## config.mk

```make
export PLATFORM = sky130hd
export DESIGN_NAME = utf8_text_validator_top
export DESIGN_NICKNAME = d
export VERILOG_FILES = /design/src/hdl/utf8v_pkg.sv /design/src/hdl/utf8_text_validator_top.sv /design/src/hdl/utf8v_check.sv /design/src/hdl/utf8v_rsp_reg.sv
export SDC_FILE = /design/constraint.sdc
export NUM_CORES = 1
export LEC_CHECK = 0
export ABC_AREA = 1
export ABC_CLOCK_PERIOD_IN_PS = 2200
export BUFFER_PORTS_ARGS = -buffer_cell sky130_fd_sc_hd__buf_2
export CAP_MARGIN = 20
export CORE_UTILIZATION = 56
export DETAILED_ROUTE_END_ITERATION = 8
export PLACE_DENSITY_LB_ADDON = 0.3
export SETUP_SLACK_MARGIN = 0.05
export SYNTH_ARGS = -nofsm -noshare
export SYNTH_HDL_FRONTEND = slang
export SYNTH_HIERARCHICAL = 1
export SYNTH_SLANG_ARGS = --single-unit
export TNS_END_PERCENT = 100
```

## constraint.sdc

```tcl
create_clock -name clock -period 2.2 [get_ports clock]
set_input_delay 0.22 -clock clock [delete_from_list [all_inputs] [get_ports clock]]
set_output_delay 0.22 -clock clock [all_outputs]
set_load 0.01 [all_outputs]
```

## src/hdl/utf8v_pkg.sv

```systemverilog
// ----------------------------------------------------------------------------
// utf8v_pkg
// Shared types, codes and byte decoders for the UTF-8 text validator.
// ----------------------------------------------------------------------------
package utf8v_pkg;

   localparam int unsigned ByteWidth    = 8;
   localparam int unsigned StatusWidth  = 2;
   localparam int unsigned PendingWidth = 3;
   localparam int unsigned PosWidth     = 2;

   // Result status, also used as the latched error code (VALID = no error)
   typedef enum logic [StatusWidth-1:0] {
      STATUS_VALID     = 2'd0,
      STATUS_BAD_LEAD  = 2'd1,
      STATUS_BAD_CONT  = 2'd2,
      STATUS_TRUNCATED = 2'd3
   } status_type;

   typedef struct packed {
      status_type               status;
      logic [PendingWidth-1:0]  missing_bytes;
      logic                     bom_found;
   } result_type;

   localparam logic [PendingWidth-1:0] LeadBad = 3'd7;
   localparam logic [PosWidth-1:0]     PosFull = 2'd3;

   // Continuation bytes demanded by a lead byte, LeadBad for an illegal lead
   function automatic logic [PendingWidth-1:0] lead_length(
      input logic [ByteWidth-1:0] b
   );
      logic [PendingWidth-1:0] n;
      if (b[7] == 1'b0)              n = 3'd0;
      else if (b[7:5] == 3'b110)     n = 3'd1;
      else if (b[7:4] == 4'b1110)    n = 3'd2;
      else if (b[7:3] == 5'b11110)   n = 3'd3;
      else if (b[7:2] == 6'b111110)  n = 3'd4;
      else if (b[7:1] == 7'b1111110) n = 3'd5;
      else                           n = LeadBad;
      return n;
   endfunction

   // Expected byte of the EF BB BF mark at a given position
   function automatic logic [ByteWidth-1:0] bom_byte(input logic [PosWidth-1:0] pos);
      logic [ByteWidth-1:0] v;
      unique case (pos)
         2'd0:    v = 8'hEF;
         2'd1:    v = 8'hBB;
         2'd2:    v = 8'hBF;
         default: v = 8'h00;
      endcase
      return v;
   endfunction

endpackage

```

## src/hdl/utf8_text_validator_top.sv

```systemverilog
// ----------------------------------------------------------------------------
// utf8_text_validator_top
// Checks zero-terminated byte strings for (six-byte form) UTF-8 structure.
// ----------------------------------------------------------------------------
// A terminator is held in the input register, then scanned into the result register.
// Throughput: one byte per cycle, unless a terminator is held because a result
// is still waiting downstream; that stall also holds the bytes behind it.
// Reset (synchronous, active high) empties both item registers and returns
// the scan state to the start of a string.
// ----------------------------------------------------------------------------
module utf8_text_validator_top (
   input  logic                               clock,
   input  logic                               reset,
   input  logic                               req_valid,
   output logic                               req_ready,
   input  logic [utf8v_pkg::ByteWidth-1:0]    req_text_byte,
   output logic                               rsp_valid,
   input  logic                               rsp_ready,
   output logic [utf8v_pkg::StatusWidth-1:0]  rsp_status,
   output logic [utf8v_pkg::PendingWidth-1:0] rsp_missing_bytes,
   output logic                               rsp_bom_found
);

   // input register: one byte waiting to be scanned
   logic                              in_valid_ff, in_valid_in;
   logic [utf8v_pkg::ByteWidth-1:0]   in_byte_ff,  in_byte_in;

   logic                   in_is_term;
   logic                   advance;     // scan the held byte this cycle
   logic                   req_fire;
   utf8v_pkg::result_type  scan_result;
   utf8v_pkg::result_type  rsp_data;

   assign in_is_term = (in_byte_ff == '0);

   // A plain byte only updates state; a terminator also needs the result slot.
   assign advance  = in_valid_ff && (!in_is_term || !rsp_valid || rsp_ready);
   assign req_ready = !in_valid_ff || advance;
   assign req_fire  = req_valid && req_ready;

   always_comb begin
      in_valid_in = in_valid_ff;
      in_byte_in  = in_byte_ff;
      if (req_fire) begin
         in_valid_in = 1'b1;
         in_byte_in  = req_text_byte;
      end else if (advance) begin
         in_valid_in = 1'b0;
      end
   end

   always_ff @(posedge clock) begin
      if (reset) in_valid_ff <= 1'b0;
      else       in_valid_ff <= in_valid_in;
   end

   always_ff @(posedge clock) begin
      in_byte_ff <= in_byte_in;
   end

   // scan state and per-byte update
   utf8v_check u_check (
      .clock     (clock),
      .reset     (reset),
      .step      (advance),
      .text_byte (in_byte_ff),
      .result    (scan_result)
   );

   // result register; loads only on a scanned terminator
   utf8v_rsp_reg u_rsp_reg (
      .clock     (clock),
      .reset     (reset),
      .load      (advance && in_is_term),
      .load_data (scan_result),
      .take      (rsp_ready),
      .valid     (rsp_valid),
      .data      (rsp_data)
   );

   assign rsp_status        = rsp_data.status;
   assign rsp_missing_bytes = rsp_data.missing_bytes;
   assign rsp_bom_found     = rsp_data.bom_found;

   // ---- checks ----

   // a mark-led string always reports clean
   a_bom_is_valid: assert property (@(posedge clock) disable iff (reset)
      rsp_valid && rsp_bom_found |-> rsp_status == utf8v_pkg::STATUS_VALID)
      else $error("BOM result with non-valid status");

   // missing count only accompanies truncation, and then lies in 1..5
   a_missing_consistent: assert property (@(posedge clock) disable iff (reset)
      rsp_valid |-> ((rsp_status == utf8v_pkg::STATUS_TRUNCATED)
                     ? (rsp_missing_bytes != 3'd0 && rsp_missing_bytes <= 3'd5)
                     : (rsp_missing_bytes == 3'd0)))
      else $error("missing_bytes inconsistent with status");

   // input stalls only behind a terminator blocked by a full result slot
   a_stall_cause: assert property (@(posedge clock) disable iff (reset)
      !req_ready |-> in_valid_ff && in_is_term && rsp_valid && !rsp_ready)
      else $error("input stalled without a blocked terminator");

   // a result is produced only by a terminator scanned in the prior cycle
   a_rsp_source: assert property (@(posedge clock) disable iff (reset)
      $rose(rsp_valid) |-> $past(advance && in_is_term))
      else $error("result appeared without a terminator");

endmodule

```

## src/hdl/utf8v_check.sv

```systemverilog
// ----------------------------------------------------------------------------
// utf8v_check
// Per-string scan state and its registered update for one byte.
// ----------------------------------------------------------------------------
module utf8v_check (
   input  logic                                  clock,
   input  logic                                  reset,
   input  logic                                  step,
   input  logic [utf8v_pkg::ByteWidth-1:0]       text_byte,
   output utf8v_pkg::result_type                 result
);

   logic                                  in_seq_ff,    in_seq_in;
   logic [utf8v_pkg::PendingWidth-1:0]    pending_ff,   pending_in;
   utf8v_pkg::status_type                 err_ff,       err_in;
   logic [utf8v_pkg::PosWidth-1:0]        pos_ff,       pos_in;
   logic                                  bom_match_ff, bom_match_in;

   logic                                  bom_seen;
   logic [utf8v_pkg::PendingWidth-1:0]    lead_n;

   assign bom_seen = bom_match_ff && (pos_ff == utf8v_pkg::PosFull);
   assign lead_n   = utf8v_pkg::lead_length(text_byte);

   // result for a terminator, taken from the state before it
   always_comb begin
      result.status        = utf8v_pkg::STATUS_VALID;
      result.missing_bytes = '0;
      result.bom_found     = 1'b0;
      if (bom_seen) begin
         result.bom_found = 1'b1;
      end else if (err_ff != utf8v_pkg::STATUS_VALID) begin
         result.status = err_ff;
      end else if (in_seq_ff) begin
         result.status        = utf8v_pkg::STATUS_TRUNCATED;
         result.missing_bytes = pending_ff;
      end
   end

   always_comb begin
      in_seq_in    = in_seq_ff;
      pending_in   = pending_ff;
      err_in       = err_ff;
      pos_in       = pos_ff;
      bom_match_in = bom_match_ff;
      if (step) begin
         if (text_byte == '0) begin
            in_seq_in    = 1'b0;
            pending_in   = '0;
            err_in       = utf8v_pkg::STATUS_VALID;
            pos_in       = '0;
            bom_match_in = 1'b1;
         end else if (!bom_seen) begin
            if (pos_ff != utf8v_pkg::PosFull) begin
               if (text_byte != utf8v_pkg::bom_byte(pos_ff)) bom_match_in = 1'b0;
               pos_in = pos_ff + 2'd1;
            end
            if (err_ff == utf8v_pkg::STATUS_VALID) begin
               if (!in_seq_ff) begin
                  if (lead_n == utf8v_pkg::LeadBad) begin
                     err_in = utf8v_pkg::STATUS_BAD_LEAD;
                  end else if (lead_n != '0) begin
                     in_seq_in  = 1'b1;
                     pending_in = lead_n;
                  end
               end else if (text_byte[7:6] == 2'b10) begin
                  pending_in = pending_ff - 3'd1;
                  if (pending_ff == 3'd1) in_seq_in = 1'b0;
               end else begin
                  err_in = utf8v_pkg::STATUS_BAD_CONT;
               end
            end
         end
      end
   end

   always_ff @(posedge clock) begin
      if (reset) begin
         in_seq_ff    <= 1'b0;
         pending_ff   <= '0;
         err_ff       <= utf8v_pkg::STATUS_VALID;
         pos_ff       <= '0;
         bom_match_ff <= 1'b1;
      end else begin
         in_seq_ff    <= in_seq_in;
         pending_ff   <= pending_in;
         err_ff       <= err_in;
         pos_ff       <= pos_in;
         bom_match_ff <= bom_match_in;
      end
   end

endmodule

```

## src/hdl/utf8v_rsp_reg.sv

```systemverilog
// ----------------------------------------------------------------------------
// utf8v_rsp_reg
// Result register holding one finished item until the consumer takes it.
// ----------------------------------------------------------------------------
module utf8v_rsp_reg (
   input  logic                   clock,
   input  logic                   reset,
   input  logic                   load,
   input  utf8v_pkg::result_type  load_data,
   input  logic                   take,
   output logic                   valid,
   output utf8v_pkg::result_type  data
);

   logic                   valid_ff, valid_in;
   utf8v_pkg::result_type  data_ff,  data_in;

   always_comb begin
      valid_in = valid_ff;
      data_in  = data_ff;
      if (load) begin
         valid_in = 1'b1;
         data_in  = load_data;
      end else if (take) begin
         valid_in = 1'b0;
      end
   end

   always_ff @(posedge clock) begin
      if (reset) valid_ff <= 1'b0;
      else       valid_ff <= valid_in;
   end

   always_ff @(posedge clock) begin
      data_ff <= data_in;
   end

   assign valid = valid_ff;
   assign data  = data_ff;

endmodule

```

; Word level (Yosys, flattened, before mapping)
; Cells that the tools add are included.
; W data, S select, Z words.
[word_totals]
out_inout_bits = 8
register_bits = 25
[op_classes]
muxes = 46
reduce_logical = 28
n_bitwise = 1
add_sub_neg = 2
n_eq_ne = 17
[ops]
columns = cell, count
row1 = $mux W3, 12
row2 = $mux W8, 4
row3 = $pmux W8 S3, 1
row4 = $mux W2, 11
row5 = $mux W1, 17
row6 = $reduce_bool A2 Y1, 6
row7 = $reduce_bool A3 Y1, 3
row8 = $logic_not A8 Y1, 1
row9 = $ne A8 B8 Y1, 1
row10 = $eq A7 B7 Y1 const B, 1
row11 = $eq A2 B2 Y1 const B, 3
row12 = $eq A3 B3 Y1 const B, 2
row13 = $eq A6 B6 Y1 const B, 1
row14 = $ne A3 B3 Y1 const B, 2
row15 = $reduce_and A3 Y1, 2
row16 = $reduce_and A6 Y1, 1
row17 = $eq A5 B5 Y1 const B, 1
row18 = $mux W5, 1
row19 = $reduce_and A5 Y1, 1
row20 = $eq A4 B4 Y1 const B, 1
row21 = $logic_and A1 B1 Y1, 4
row22 = $logic_not A2 Y1, 2
row23 = $ne A2 B2 Y1 const B, 2
row24 = $reduce_and A4 Y1, 1
row25 = other kinds (9), 13

; Longest topological paths before layout
[logic_depth]
ltp_word = 14
ltp_mapped = 12
ltp_nobuf = 12

; Cells and area by module
; The synthesis kept the hierarchy.
[by_module_without_submodules]
columns = mod, instances, cells_each, seq_area_each_um2, area_per_inst_um2
row1 = utf8v_check, 1, 138, 180.2, 823.3
row2 = utf8_text_validator_top, 1, 26, 260.2, 345.3
row3 = utf8v_rsp_reg, 1, 11, 200.2, 220.2

; Worst setup path before layout
; Ideal clock, no wire load.
[synth_timing]
kind = flip-flop to flip-flop
startpoint = reg in_byte_ff[7] (netlist bit)
endpoint = reg u_check/pending_ff[1] (netlist bit)
setup_ps = 113
synth_period_minus_slack_ps = 1717
n_path_buf = 0
setup_slack_ps = 483
t_arrival_ps = 1604
path_stages_with_launch = 12
cell_sequence = edfxtp_1 -> nor2_1 -> nand2_1 -> nor2_2 -> a21boi_0 -> nand3_1 -> nand2_4 -> nand2_2 -> clkinv_2 -> nand2_4 -> nor2_1 -> nor2_1
[synth_between]
elab_cells_between_ends = 31
[synth_rtl]
columns = item, line_no
row1 = from (decl), utf8_text_validator_top.sv:26  ; logic [utf8v_pkg::ByteWidth-1:0] in_byte_ff, in_byte_in;
row2 = from (signal assigned), utf8_text_validator_top.sv:58  ; in_byte_ff <= in_byte_in;
row3 = $logic_not A8 Y1, utf8_text_validator_top.sv:34  ; assign in_is_term = (in_byte_ff == '0);
row4 = $logic_not A1 Y1, utf8_text_validator_top.sv:37  ; assign advance = in_valid_ff && (!in_is_term || !rsp_valid || rsp_ready);
row5 = $logic_or A1 B1 Y1 (2 in series), utf8_text_validator_top.sv:37
row6 = $logic_and A1 B1 Y1, utf8_text_validator_top.sv:37
row7 = net advance, utf8_text_validator_top.sv:29  ; logic advance;
row8 = $reduce_and A6 Y1 (no source line), --
row9 = to (signal assigned), utf8v_check.sv:86  ; pending_ff <= pending_in;
row10 = to (decl), utf8v_check.sv:14  ; logic [utf8v_pkg::PendingWidth-1:0] pending_ff, pending_in;
; The timed path passes the listed nets, and every way through them passes these cells. The select of a mux whose other input is x is not followed.
; A chain may end at the register's enable or synchronous reset.

; Worst setup path in the final report
[layout_timing]
startpoint = reg in_byte_ff[7] (netlist bit)
endpoint = reg u_check/pending_ff[0] (netlist bit)
; Same word-level chain as after synthesis.

==> impl_metrics.toml <==
[placement]
dp_hpwl_um = 2012
place_area_um2 = 1511
io_buffers = 19
routabilityCongestion = 0.8791
place_ws_ps = 323.5

[cells_and_area]
nFillCells = 194
drive_above_1_share = 0.1878
area_growth_pct = 10.72
final_common_cell = "nand2_1"
multi_input_area_um2 = 634.4
seqCellArea_um2 = 640.6
fin_area_um2 = 1538
layout.nets = 215
most-common-layout-cells = "42 x nand2_1, 27 x inv_1, 24 x nor2_1"
antennaDiodeCount = 0

[die]
rows = 17
design.core.area_um2 = 2276
die_y_um = 51.80
die_w_um = 51.80
start_util = 0.6102
ios = 20
dieArea_um2 = 2683

[hold_path]
hold_depth = 1
hold_end = "in_byte_ff[7]"
min-delay-start = "req_text_byte[7]"
min_path_type = "input pin to flop"

[power]
power_frac_seq = 0.602
power.total_uw = 909.7
p_switching_uw = 259.6
p_leak_uw = 0.0007268
ir_drop_v = 0.0004262
switching_share = 0.2854
intPower_uw = 650.0
clkPwrFrac = 0.227
comb_power_share = 0.171
power_density_nw_per_um2 = 591.6

[clock_network]
cts_num_sinks = 25
post_cts_resized = 0
hold_buffers = 0
postCtsSetupRepairBufs = 0
clk_pin_slew_ps = 130
clockRootBuffer = "clkbuf_4"
clk_latency_ps = 330
cts_max_level = 1
clock_path_buffers = 2
cts_tree = "yes"
numCtsBuffers = 3

[grt]
grtUsageTotal = 0.2198
grt_pass1_wl_um = 4291
grt_pass1_vias = 1072
grt_max_degree = 14
antenna_found_initial = 0
grt-ovfl-total = 0

[logic_synthesis]
synth_fp_nets = 192
avgSynthCellArea_um2 = 7.936
syn_area_um2 = 1389
ys_warn_count = 6
synth_cells = 175
ys_types = 27
ys_seq_area_frac = 0.4613
yosys_register_bits = 25

[timing]
fin_skew_ps = 4.289
fmax_ghz = 0.5222
tightest_slew_ps = 517.8
tns_ps = 0
finalCriticalPeriod_ps = 1915
period_share = 0.8704
max_slew_margin = 0.6517
setup_viol = 0
setup_slack_ps = 285.0
drv_slew = 0
rsz0062_at_grt = "no"
holdWs_ps = 57.93
hold_viol_final = 0

[drt]
wl_um = 2602
drt-pass1-iter-count = 4
first_iter_violations = 77
vias = 1174
drt.antenna.violating_nets = 0
wl_per_cell_um = 11.56
avgViaCountPerCell = 5.218
drc = 0

[worst_setup_path]
r2r_slack_ps = 290
timing.rr.start = "in_byte_ff[7]"
crit_type = "flop to flop"
critPathMaxFanout = 8
start_kind = "flop"
r2r_end = "u_check/pending_ff[0]"
required_ps = 2470
worstRegToRegCells = 12
end_kind = "flop"
arrival_ps = 2190

[flow_run]
cap_violations = 0

[run_status]
run_status = "finished, final reports clean"
-- cell families (layout without fill, tap and decap cells) --
kind of cell               Yosys count  after routing  share of synthesized area
AOI/OAI and AO/OA                   20             20                    0.08379
xor gates and xnor gates             2              2                    0.01261
and+or+nand+nor                     94             94                     0.3153
adders and majority gates            5              5                    0.04505
buffers and inverters               29             51                    0.08198
DFF                                 25             25                     0.4613
-- cell usage after synthesis, drive strengths merged --
cell type	number	share of area
inv	27	0.073
nor2	27	0.086
o22ai	1	0.0045
o211ai	1	0.0054
a21oi	5	0.023
o21ai	10	0.036
nand3	11	0.043
clkinv	1	0.0036
or2	2	0.0090
nand2	48	0.15
nand4	3	0.014
a21boi	1	0.0054
edfxtp	14	0.30
xnor2	1	0.0063
ha	5	0.045
xor2	1	0.0063
nand3b	1	0.0054
buf	1	0.0054
dfxtp	11	0.16
nor3	2	0.0072
a31oi	2	0.0090
-- flip-flops by register name (all words and copies together) (netlist names) --
signal / cells
u_check/pos_ff: 2
u_check/err_ff: 2
in_valid_ff: 1
u_check/bom_match_ff: 1
in_byte_ff: 8
u_rsp_reg/valid: 1
u_rsp_reg/data: 6
u_check/in_seq_ff: 1
u_check/pending_ff: 3
-- per-layer routing --
metal / vias to the layer above / track usage / routed length [um]
li1: 606 / - / -
met1: 514 / 0.2703 / 1151
met2: 49 / 0.3680 / 1271
met3: 5 / 0.03801 / 131
met4: 0 / 0.1126 / 47
met5: - / 0 / 0
-- worst max-delay path by stage --
stage | startpoint | end | slack (ps)
2_1_floorplan | in_byte_ff[7] | u_check/pending_ff[1] | 480
3_3_place_gp | in_byte_ff[7] | u_check/pending_ff[1] | 410
3_5_place_dp | in_byte_ff[7] | u_check/pending_ff[1] | 320
4_1_cts | in_byte_ff[7] | u_check/pending_ff[0] | 300
5_1_grt | in_byte_ff[7] | u_check/pending_ff[0] | 150
6_report | in_byte_ff[7] | u_check/pending_ff[0] | 290
-- through the flow --
step | std cells | utilization
finish | 225 | 0.6756
global route | 225 | 0.6756
floorplan | 175 | -
CTS | 225 | 0.6756
global placement | 221 | 0.6641
detailed placement | 221 | 0.6641
-- worst max-delay path, stage by stage, from the launching register on --
cell and delay [ps]:
edfxtp_1 500, nor2_1 80, nand2_1 90, nor2_2 60
a21boi_0 420, nand3_1 210, nand2_4 150, nand2_2 60
clkinv_2 70, nand2_4 50, nand2_1 50, nand2_1 50
nor2_1 80
-- power groups by stage --
| stage | sequential [uW] | combinational (uW) | clock, uW |
|---|---|---|---|
| 6_report | 547 | 156 | 207 |
| 5_1_grt | 551 | 177 | 224 |
| 4_1_cts | 547 | 153 | 209 |
| 3_5_place_dp | 557 | 152 | 0 |
| 3_3_place_gp | 555 | 147 | 0 |
| 2_1_floorplan | 550 | 119 | 0 |
-- cell type report --
class	instances	area share
Timing Repair Buffer	19	0.06184
Sequential cell	25	0.4166
Multi-Input combinational cell	121	0.4125
Inverter	28	0.06916
Clock buffer	4	0.01709
Tap cell	28	0.02278
No activity file was read; power rests on OpenSTA's default activity.
